[config.mk]
export PLATFORM = sky130hd
export DESIGN_NAME = ifh_queue
export DESIGN_NICKNAME = d
export VERILOG_FILES = /design/src/hw/rtl/ifh_pkg.sv /design/src/hw/rtl/ifh_queue.sv
export SDC_FILE = /design/constraint.sdc
export NUM_CORES = 1
export LEC_CHECK = 0
export BUFFER_PORTS_ARGS = -buffer_cell sky130_fd_sc_hd__buf_2
export CAP_MARGIN = 20
export CORE_ASPECT_RATIO = 1.75
export CORE_MARGIN = 2
export CORE_UTILIZATION = 45
export DETAILED_ROUTE_END_ITERATION = 12
export PLACE_DENSITY = 0.75
export SYNTH_ARGS = -nofsm -noshare
export SYNTH_HDL_FRONTEND = slang
export SYNTH_SLANG_ARGS = --single-unit
[constraint.sdc]
create_clock -name clk -period 3.5 [get_ports clk]
set_input_delay 0.7 -clock clk [delete_from_list [all_inputs] [get_ports clk]]
set_output_delay 0.7 -clock clk [all_outputs]
set_load 0.01 [all_outputs]
[src/hw/rtl/ifh_pkg.sv]
package ifh_pkg;

    localparam int DEF_NUM_BINS   = 256;
    localparam int DEF_COUNT_BITS = 32;
    localparam int DEF_INDEX_BITS = 8;

    localparam int TIME_BITS      = 64;
    localparam int BIN_BITS       = 8;
    localparam int OP_BITS        = 2;
    localparam int CFG_INDEX_BITS = 2;
    localparam int QUEUE_DEPTH    = 2;

    localparam logic [OP_BITS-1:0] OP_COUNT = 2'd0;
    localparam logic [OP_BITS-1:0] OP_CLEAR = 2'd1;
    localparam logic [OP_BITS-1:0] OP_QUERY = 2'd2;

    localparam logic [CFG_INDEX_BITS-1:0] CFG_INTERVAL_START = 2'd0;
    localparam logic [CFG_INDEX_BITS-1:0] CFG_INTERVAL_END   = 2'd1;
    localparam logic [CFG_INDEX_BITS-1:0] CFG_HIGHEST_INDEX  = 2'd2;

    localparam logic [TIME_BITS-1:0] INTERVAL_START_RESET = '0;
    localparam logic [TIME_BITS-1:0] INTERVAL_END_RESET   = '1;
    localparam logic [BIN_BITS-1:0]  HIGHEST_INDEX_RESET  = 8'd255;

    typedef struct packed {
        logic [OP_BITS-1:0]   operation;
        logic [TIME_BITS-1:0] event_time;
        logic [BIN_BITS-1:0]  bin_index;
    } item_t;

    typedef struct packed {
        logic                counted;
        logic                out_of_range;
        logic                found;
        logic [BIN_BITS-1:0] best_index;
    } result_t;

    typedef enum logic [1:0] {
        CMD_COUNT,
        CMD_REPORT,
        CMD_CLEAR,
        CMD_QUERY
    } cmd_kind_t;

    typedef struct packed {
        cmd_kind_t           kind;
        logic                out_of_range;
        logic [BIN_BITS-1:0] addr;
        logic [BIN_BITS-1:0] top;
    } cmd_t;

    typedef enum logic [2:0] {
        ST_INIT,
        ST_IDLE,
        ST_UPDATE,
        ST_CLEAR,
        ST_SCAN
    } back_state_t;

endpackage

[src/hw/rtl/ifh_queue.sv]
module ifh_queue (
    input  logic          clk,
    input  logic          rst_n,
    input  logic          push,
    input  ifh_pkg::cmd_t push_cmd,
    input  logic          pop,
    output ifh_pkg::cmd_t head_cmd,
    output logic          full,
    output logic          empty
);

    localparam int PtrBits   = (ifh_pkg::QUEUE_DEPTH > 1) ? $clog2(ifh_pkg::QUEUE_DEPTH) : 1;
    localparam int CountBits = $clog2(ifh_pkg::QUEUE_DEPTH + 1);
    localparam logic [PtrBits-1:0]   LastPtr = PtrBits'(ifh_pkg::QUEUE_DEPTH - 1);
    localparam logic [CountBits-1:0] Depth   = CountBits'(ifh_pkg::QUEUE_DEPTH);

    ifh_pkg::cmd_t          slot_reg [ifh_pkg::QUEUE_DEPTH];
    logic [PtrBits-1:0]     wr_ptr_reg;
    logic [PtrBits-1:0]     wr_ptr_next;
    logic [PtrBits-1:0]     rd_ptr_reg;
    logic [PtrBits-1:0]     rd_ptr_next;
    logic [CountBits-1:0]   count_reg;
    logic [CountBits-1:0]   count_next;

    assign full     = (count_reg == Depth);
    assign empty    = (count_reg == '0);
    assign head_cmd = slot_reg[rd_ptr_reg];

    always_comb
    begin
        wr_ptr_next = wr_ptr_reg;
        rd_ptr_next = rd_ptr_reg;
        count_next  = count_reg;
        if (push)
        begin
            wr_ptr_next = (wr_ptr_reg == LastPtr) ? '0 : wr_ptr_reg + 1'b1;
        end
        if (pop)
        begin
            rd_ptr_next = (rd_ptr_reg == LastPtr) ? '0 : rd_ptr_reg + 1'b1;
        end
        if (push && !pop)
        begin
            count_next = count_reg + 1'b1;
        end
        else if (pop && !push)
        begin
            count_next = count_reg - 1'b1;
        end
    end

    always_ff @(posedge clk or negedge rst_n)
    begin
        if (!rst_n)
        begin
            wr_ptr_reg <= '0;
            rd_ptr_reg <= '0;
            count_reg  <= '0;
        end
        else
        begin
            wr_ptr_reg <= wr_ptr_next;
            rd_ptr_reg <= rd_ptr_next;
            count_reg  <= count_next;
        end
    end

    always_ff @(posedge clk)
    begin
        if (push)
        begin
            slot_reg[wr_ptr_reg] <= push_cmd;
        end
    end

endmodule

==> results.yml <==
logic_synthesis:
  synth_top_family_by_area: "multiplexers"
  synth_cells: 75
  synth_top_area_share_pct: 69.7
  synthXorXnorAreaFrac_pct: 2.67
  synth_area_leaders: "edfxtp_1, mux2_4, dfrtp_1, xor2_1, buf_6"
  avgSynthCellArea_um2: 21.8
  ys_types: 12
  synth_compound_area_share_pct: 0
  ys_seq_elements: 42
  netlist_area_mm2: 0.00164
  yosys.area_share.simple_pct: 1.76
  syn-num-nets: 99
  synth_mux_area_share_pct: 17.4
  ys_seq_area_share_pct: 75.8
  synth_area_leader_cell: "edfxtp_1"
  synth_fa_ha_area_share_pct: 0.764
  synth_warnings: 0
cts:
  clock_latency_ns: 0.27
  cts-root-buf: "clkbuf_8"
  numCtsBuffers: 5
  h-tree-depth: 2
  cts_resized: 0
  path_clk_slew_ns: 0.07
  ctsHoldBuffers: 0
  clock_sinks: 42
  postCtsSetupBuffers: 0
  clk_path_buf_depth: 2
  cts_tree: "done"
critical_path:
  cp-end-kind: "output port"
  required_ns: 2.80
  critPathBufInv: 2
  cp_slowest_stage_delay_ns: 0.37
  critical_path.startpoint: "rd_ptr_reg"
  arrival_ns: 1.47
  reg2regPathDepth: 1
  critical_path.cell_chain: "buf_4 -> mux2_4 -> buf_2"
  slowest_stage: "dfrtp_1"
  worstSetupStartpointType: "flop"
  critPathTopFamily: "buffers and inverters"
  cp.depth: 3
  reg2reg_from: "wr_ptr_reg"
  path_class: "reg -> out"
  path_max_fanout: 19
pwr:
  ir_drop_mv: 0.509
  p_per_area_mw_per_mm2: 755
  cellLeakagePower_nw: 0.822
die:
  dieArea_mm2: 0.00416
  pin_count: 44
  fp.dieH_um: 83.8
  fp.dieW_um: 49.6
  num_rows: 29
  coreArea_mm2: 0.00356
  start_util_pct: 46.1
timing:
  period_share_pct: 62.1
  hold_viol: 0
  finClkSkew_ns: 0.00257
  slew_viol_final: 0
  final.min_clock_period_ns: 2.17
  worst_slack_ns: 1.33
  rsz0062_at_grt: "no"
  max_freq_ghz: 0.460
  tightest_slew_ns: 0.920
  tns_ns: 0
  slew_headroom_pct: 38.4
  finalSetupViolations: 0
cells_and_area:
  largest_register_ffs: 38
  nFillCells: 326
  drive_gt1_share_pct: 56.5
  fin_nets: 148
  diodes: 0
  area_growth_pct: 20.5
  final_core_util_pct: 55.5
global_route:
  grt_pass1_vias: 827
  grt-ovfl-total: 0
  antenna_found_initial: 0
  grt_pass1_wl_mm: 3.53
  grt_start_max_net_pins: 20
  grt_usage_pct: 11.6
route:
  wl_per_cell_um: 13.8
  first_pass_iters: 4
  wl_mm: 2.35
  vias: 790
  vias_per_cell: 4.65
  drcViolationCount: 0
  drt_iter0_drc: 19
  drtAntennaViolNets: 0
placement:
  gp_congestion: 0.554
  portBuffers: 43
  dpl.hpwl_mm: 1.71
  dp_worst_setup_slack_ns: 1.51
min_path:
  hold_class: "in -> async"
status:
  status: "complete, no violations"
run:
  maxCapViolations: 0
==> report_power, final <==
| group | internal [mW] | switching [mW] |
|---|---|---|
| sequential | 0.674 | 0.0433 |
| combinational | 0.266 | 0.236 |
| clock | 0.137 | 0.134 |
==> routing by layer <==
metal  vias up  track usage (%)  wire (um)
met5         -                0          0
li1        376                -          -
met1       391             10.9        821
met3         2             3.76        115
met2        21             21.2       1390
met4         0             6.06         23
==> stage by stage <==
step / power [mW] / instance area, um^2 / cells / hold slack (ns)
floorplan: 1.09 / 1640 / 75 / 0.404
global placement: 1.22 / 1900 / 163 / 0.456
detailed placement: 1.24 / 1900 / 163 / 0.485
CTS: 1.52 / 1970 / 170 / 0.208
global route: 1.57 / 1970 / 170 / 0.201
finish: 1.49 / 1970 / 170 / 0.214
==> synthesized netlist by cell type, drive strengths merged <==
master  instances
nor2b           1
ha              1
xor2            4
mux2           19
nor2            2
and2            1
dfrtp           4
and2b           1
xnor2           1
edfxtp         38
buf             2
inv             1
==> path summary, 6_finish.rpt <==
path,to,slack [ns]
worst min-delay path,count_reg[1],0.21
min in group clk,rd_ptr_reg,0.49
worst max register to register,slot_reg[0][1],1.97
worst min register to register,rd_ptr_reg,0.49
worst max-delay path,head_cmd[13],1.33
max in group asynchronous,wr_ptr_reg,3.17
==> kinds of logic after synthesis <==
logic type,after synthesis
flops,42
mux,19
xor+xnor,5
simple gates,5
buf+inv,3
fa+ha+maj,1
==> final cells by class <==
class / instances / area (um^2) / area share (%)
repair buffers: 44 / 223 / 11.3
clock buffers: 7 / 76.3 / 3.87
well taps: 46 / 57.6 / 2.92
multi-input cells: 30 / 373 / 18.9
flip-flops and latches: 42 / 1240 / 62.9
inverters: 1 / 3.75 / 0.190
==> cell usage in the layout, fill, tap and decap left out <==
| master | n |
|---|---|
| buf_2 | 43 |
| edfxtp_1 | 38 |
| mux2_4 | 19 |
| clkbuf_8 | 5 |
| xor2_1 | 4 |
| dfrtp_1 | 4 |
| nor2_1 | 2 |
| clkbuf_1 | 2 |
| inv_1 | 1 |
| and2b_2 | 1 |
| and2_1 | 1 |
| nor2b_2 | 1 |
| xnor2_1 | 1 |
| ha_1 | 1 |
| buf_4 | 1 |
Power figures use the tool's default switching activity.
