`src/hw/rtl/ifh_pkg.sv`:
```
package ifh_pkg;

    localparam int DEF_NUM_BINS   = 256;
    localparam int DEF_COUNT_BITS = 32;
    localparam int DEF_INDEX_BITS = 8;

    localparam int TIME_BITS      = 64;
    localparam int BIN_BITS       = 8;
    localparam int OP_BITS        = 2;
    localparam int CFG_INDEX_BITS = 2;
    localparam int QUEUE_DEPTH    = 2;

    localparam logic [OP_BITS-1:0] OP_COUNT = 2'd0;
    localparam logic [OP_BITS-1:0] OP_CLEAR = 2'd1;
    localparam logic [OP_BITS-1:0] OP_QUERY = 2'd2;

    localparam logic [CFG_INDEX_BITS-1:0] CFG_INTERVAL_START = 2'd0;
    localparam logic [CFG_INDEX_BITS-1:0] CFG_INTERVAL_END   = 2'd1;
    localparam logic [CFG_INDEX_BITS-1:0] CFG_HIGHEST_INDEX  = 2'd2;

    localparam logic [TIME_BITS-1:0] INTERVAL_START_RESET = '0;
    localparam logic [TIME_BITS-1:0] INTERVAL_END_RESET   = '1;
    localparam logic [BIN_BITS-1:0]  HIGHEST_INDEX_RESET  = 8'd255;

    typedef struct packed {
        logic [OP_BITS-1:0]   operation;
        logic [TIME_BITS-1:0] event_time;
        logic [BIN_BITS-1:0]  bin_index;
    } item_t;

    typedef struct packed {
        logic                counted;
        logic                out_of_range;
        logic                found;
        logic [BIN_BITS-1:0] best_index;
    } result_t;

    typedef enum logic [1:0] {
        CMD_COUNT,
        CMD_REPORT,
        CMD_CLEAR,
        CMD_QUERY
    } cmd_kind_t;

    typedef struct packed {
        cmd_kind_t           kind;
        logic                out_of_range;
        logic [BIN_BITS-1:0] addr;
        logic [BIN_BITS-1:0] top;
    } cmd_t;

    typedef enum logic [2:0] {
        ST_INIT,
        ST_IDLE,
        ST_UPDATE,
        ST_CLEAR,
        ST_SCAN
    } back_state_t;

endpackage

```
`src/hw/rtl/ifh_front.sv`:
```
module ifh_front #(
    parameter int NUM_BINS   = ifh_pkg::DEF_NUM_BINS,
    parameter int INDEX_BITS = ifh_pkg::DEF_INDEX_BITS
) (
    input  logic                                clk,
    input  logic                                rst_n,
    input  logic                                item_valid,
    output logic                                item_stall,
    input  ifh_pkg::item_t                      item_data,
    input  logic                                cfg_valid,
    output logic                                cfg_ready,
    input  logic [ifh_pkg::CFG_INDEX_BITS-1:0]  cfg_index,
    input  logic [ifh_pkg::TIME_BITS-1:0]       cfg_data,
    input  logic                                init_busy,
    input  logic                                q_full,
    output logic                                q_push,
    output ifh_pkg::cmd_t                       q_cmd
);

    localparam logic [ifh_pkg::BIN_BITS-1:0] IdxMask =
        (INDEX_BITS >= ifh_pkg::BIN_BITS) ? {ifh_pkg::BIN_BITS{1'b1}} :
        ifh_pkg::BIN_BITS'((1 << INDEX_BITS) - 1);
    localparam logic [ifh_pkg::BIN_BITS-1:0] LastBin = ifh_pkg::BIN_BITS'(NUM_BINS - 1);

    logic [ifh_pkg::TIME_BITS-1:0] interval_start_reg;
    logic [ifh_pkg::TIME_BITS-1:0] interval_end_reg;
    logic [ifh_pkg::BIN_BITS-1:0]  highest_index_reg;
    logic [ifh_pkg::BIN_BITS-1:0]  idx;
    logic                          idx_oor;
    logic                          in_interval;

    assign cfg_ready  = 1'b1;
    assign item_stall = init_busy || q_full;
    assign q_push     = item_valid && !item_stall;

    always_ff @(posedge clk or negedge rst_n)
    begin
        if (!rst_n)
        begin
            interval_start_reg <= ifh_pkg::INTERVAL_START_RESET;
            interval_end_reg   <= ifh_pkg::INTERVAL_END_RESET;
            highest_index_reg  <= ifh_pkg::HIGHEST_INDEX_RESET;
        end
        else if (cfg_valid && cfg_ready)
        begin
            case (cfg_index)
                ifh_pkg::CFG_INTERVAL_START: interval_start_reg <= cfg_data;
                ifh_pkg::CFG_INTERVAL_END:   interval_end_reg   <= cfg_data;
                ifh_pkg::CFG_HIGHEST_INDEX:
                    highest_index_reg <= cfg_data[ifh_pkg::BIN_BITS-1:0];
                default: ;
            endcase
        end
    end

    always_comb
    begin
        idx         = item_data.bin_index & IdxMask;
        idx_oor     = (int'(idx) > int'(highest_index_reg)) || (int'(idx) >= NUM_BINS);
        in_interval = (item_data.event_time >= interval_start_reg) &&
                      (item_data.event_time <= interval_end_reg);

        q_cmd.kind         = ifh_pkg::CMD_REPORT;
        q_cmd.out_of_range = 1'b0;
        q_cmd.addr         = idx;
        q_cmd.top          = (int'(highest_index_reg) < NUM_BINS - 1) ? highest_index_reg
                                                                        : LastBin;
        case (item_data.operation)
            ifh_pkg::OP_COUNT:
            begin
                if (idx_oor)
                begin
                    q_cmd.out_of_range = 1'b1;
                end
                else if (in_interval)
                begin
                    q_cmd.kind = ifh_pkg::CMD_COUNT;
                end
            end
            ifh_pkg::OP_CLEAR: q_cmd.kind = ifh_pkg::CMD_CLEAR;
            ifh_pkg::OP_QUERY: q_cmd.kind = ifh_pkg::CMD_QUERY;
            default: q_cmd.kind = ifh_pkg::CMD_REPORT;
        endcase
    end

endmodule

```
`config.mk`:
```
export PLATFORM = sky130hd
export DESIGN_NAME = ifh_front
export DESIGN_NICKNAME = d
export VERILOG_FILES = /design/src/hw/rtl/ifh_pkg.sv /design/src/hw/rtl/ifh_front.sv
export SDC_FILE = /design/constraint.sdc
export NUM_CORES = 1
export LEC_CHECK = 0
export BUFFER_PORTS_ARGS = -buffer_cell sky130_fd_sc_hd__buf_2
export CAP_MARGIN = 15
export CORE_ASPECT_RATIO = 1.5
export CORE_MARGIN = 3
export CORE_UTILIZATION = 40
export CTS_BUF_LIST = sky130_fd_sc_hd__clkbuf_2 sky130_fd_sc_hd__clkbuf_4 sky130_fd_sc_hd__clkbuf_8
export CTS_CLUSTER_SIZE = 25
export DETAILED_ROUTE_END_ITERATION = 8
export GPL_TIMING_DRIVEN = 0
export SYNTH_ARGS = -nofsm -noshare
export SYNTH_HDL_FRONTEND = slang
export SYNTH_SLANG_ARGS = --single-unit
```
`constraint.sdc`:
```
create_clock -name clk -period 2.5 [get_ports clk]
set_input_delay 0.25 -clock clk [delete_from_list [all_inputs] [get_ports clk]]
set_output_delay 0.25 -clock clk [all_outputs]
set_load 0.01 [all_outputs]
```
==> impl_summary.md <==
STA
For the final routed database, the setup TNS stands at -0.417 ns. In this run the tightest slew margin relative to its limit is 44.6%. The clock skew is 0 ns. Setup violations remaining at the end of the flow were counted as 1. The slew at the pin closest to its max-slew limit is 0.827 ns.

Across all setup checks in the final design, the least slack found is -0.417 ns. The final max-slew violation count is 0. Dividing the final minimum period by the clock period gives 117%. The highest attainable clock frequency is 0.343 GHz. The hold violation count in the final report is 0. Setup repair after global routing could not meet its margin everywhere. The time the final worst path needs with I/O delays and setup is 2.92 ns.

Synthesis
The number of standard cells after synthesis is 872. By area the synthesized netlist is led by sky130_fd_sc_hd__dfstp_2, sky130_fd_sc_hd__ha_1, sky130_fd_sc_hd__dfrtp_1. The number of enable flip-flop cells after synthesis is 0. After synthesis, the netlist uses 45 different library cells. After synthesis, the most frequently instantiated cells are sky130_fd_sc_hd__inv_1, sky130_fd_sc_hd__ha_1, sky130_fd_sc_hd__nand2_1. The portion of synthesized cell area occupied by the leading cell type is 22.0%. The most common flop cell mapped by yosys is sky130_fd_sc_hd__dfstp_2. The average size of a mapped cell is 9.86 um2. sky130_fd_sc_hd__inv_1 is the most common cell in the netlist.

The fraction of registers with async set or reset after synthesis is 100%. For this run, the number of Yosys warnings is 0. Summing the sequential cell areas from Yosys gives 40.6% of the chip area. Synthesis produced a netlist with a net count of 1156. The mapped cell area is 8600 um2.

The number of register bits inferred by synthesis is 136. The cell type with the highest aggregate area in the netlist is sky130_fd_sc_hd__dfstp_2.

Place
The congestion estimate from routability-driven global placement came to 0.823. Input and output buffers added on the ports amount to 166. The number of cells in the design after placement is 1307. Timing analysis after detailed placement gives a worst setup slack of -0.167 ns. The HPWL after detailed placement is 16800 um.

Die
The floorplan step set the die width to 126 um. For this configuration, the core starts out at a cell density of 40.8%. The placement row count is 65. The die covers 23300 um2. Pin placement for this block handled 168 I/O pins.

The area of the core is 21100 um2. The height of the die is 186 um.

Clocking
The clock transition at the registers of the reported paths is 0.07 ns. The tree is rooted in a sky130_fd_sc_hd__clkbuf_8. The TritonCTS buffer count is 17. Counting along the longest clock path gives a buffer depth of 2.

For this design, the sink count on the clock tree is 136. The later-pin clock latency in the skew report is 0.45 ns. The CTS tree is yes. The H-tree generated during clock tree synthesis spans 4 levels.

GRT
The number of global-route vias before repair is 6881. The first-pass GRT wire length is 34200 um. For this run, the total global-route usage over all layers was measured as 18.7%.

The overall overflow remaining after global route is 0. The number of antenna violations at the first check in global routing came to 2. The maximum number of pins on one net before global-route repair is 85.

Detailed routing
Summed over all nets, wire length on met2 after detailed routing comes to 11400 um. The detailed router finished its first iteration with 182 violations. In the final routed layout, each cell accounts on average for 15.4 um. Across all layers, the routed design uses 6761 vias. The detail-routed via count per cell is 4.87. The highest metal layer with signal wires is met4. In this run the remaining antenna-violating nets after routing total 0. The routed length on met3 is 721 um.

The number of design rule violations left after detail routing is 0. For this block, wires on met1 add up to 8710 um. Before antenna repair, the detailed router went through 4 iterations. The sum of routed wire length over all layers is 21300 um.

Critical path
Along the worst path, the maximum fanout reaches 2. The critical path data arrival time is 2.67 ns. Traced cell by cell, the critical path runs through inv_1 > ha_1 > a21oi_1 > o21ai_0 > a221oi_1 > o21ai_1 > a21o_1 > o21bai_1 > a31oi_1 > buf_4. The kind of cell with the highest combined delay along the critical path is compound AO/OA/AOI/OAI gates.

In this design, the stage delay of the slowest critical-path cell is 0.53 ns. The data required time of the worst path is 2.25 ns. The critical path is of the flip-flop to output pin type. For this design, the slowest cell found on the critical path is sky130_fd_sc_hd__dfstp_2. The worst setup path is captured at an output pin. STA classifies the critical path startpoint as a flip-flop.

The critical path contains buffers and inverters numbering 2 combined.

Status
The flow ran to the end, but the final reports show violations. The final reports fail on negative setup slack.

Power and ir drop
The cell leakage power is 5.40 nW. In this run the power density over the cells is 650 nW/um2. The maximum VDD drop is 350 uV. Summing internal, switching and leakage power gives 7.12 mW.

Cells and area
The number of nets in the finished design is 1388. The number of cells in the finished layout apart from fillers is 1387. The layout overhead on the synthesized area is 27.4%. In the final layout, the share of cells above drive strength 1 is 35.8%.

Worst hold path
The worst hold path class is input port to flip-flop.

Flow run
The max-cap check violation count is 0.
==> path summary, 6_finish.rpt <==
kind,start,to,slack [ns],cells after the start
max reg2reg,highest_index_reg[1],highest_index_reg[1],1.66,2
min reg2reg,interval_start_reg[0],interval_start_reg[0],0.49,1
max in group asynchronous,rst_n,interval_end_reg[8],1.36,3
min,cfg_data[43],interval_start_reg[43],0.03,3
min in group asynchronous,rst_n,interval_start_reg[49],0.30,2
max,interval_end_reg[33],q_cmd[17],-0.42,10
==> layout by cell type, fill, tap and decap left out, drive strengths merged, types with 3 or more instances in the layout <==
cell type,instances
a31oi,3
dfstp,72
bufinv,5
a21o,12
nand4,22
dlygate4sd3,43
clkinv,3
nand2,99
nor3,5
clkbuf,38
nor2b,4
ha,138
inv,142
a21oi,52
a211oi,3
nor2,14
a221oi,7
nand3,10
nor4,4
mux2,73
and4,6
buf,190
dfrtp,64
o21ai,82
==> area by class of cell <==
class | instances | area (um2)
diodes | 2 | 5.00
fillers | 1973 | 10100
multi-input cells | 558 | 4600
clock inverters | 11 | 193
well taps | 268 | 335
inverters | 141 | 529
plain buffers | 37 | 194
repair buffers | 213 | 1330
flip-flops and latches | 136 | 3490
clock buffers | 21 | 283
==> power breakdown <==
part	switching [mW]	total [mW]	internal, mW
Clock	0.883	2.16	1.28
Combinational	1.08	2.06	0.975
Sequential	0.151	2.90	2.75
Total	2.12	7.12	5.01
==> metal layers <==
metal,up-vias,GRT usage (%)
met1,3173,21.5
met5,-,0
li1,3448,-
met4,0,6.94
met3,28,3.70
met2,112,34.3
==> worst reg2reg max path, stage by stage (launching register included) <==
cell and delay (ns):
sky130_fd_sc_hd__dfstp_2 0.54, sky130_fd_sc_hd__buf_4 0.11, sky130_fd_sc_hd__mux2_2 0.14
==> cell families after synthesis <==
| kind of cell | Yosys count | share of synthesized area, % |
|---|---|---|
| AOI/OAI and AO/OA | 171 | 11.3 |
| adders and majority gates | 138 | 20.1 |
| buffers and inverters | 178 | 8.41 |
| DFF | 136 | 40.6 |
| muxes | 73 | 9.56 |
| other | 1 | 0.0436 |
| and+or+nand+nor | 175 | 9.95 |
==> stage by stage <==
| step | util [%] | cell area, um2 | hold WS, ns |
|---|---|---|---|
| after floorplan | - | 8600 | -0.0456 |
| after global placement | 46.4 | 9770 | 0.471 |
| after detailed placement | 46.5 | 9800 | 0.246 |
| after CTS | 51.8 | 10900 | 0.00160 |
| after global routing | 52.0 | 11000 | 0.0106 |
| final | 52.0 | 11000 | 0.0337 |
==> what timing repair did <==
item,CTS,global route
setup buffers,3,0
pin swaps,17,1
gates resized for setup,26,4
setup endpoints to repair,2,2
endpoints found under the hold margin,74,0
hold buffers,43,0
No activity file was read; power rests on OpenSTA's default activity.
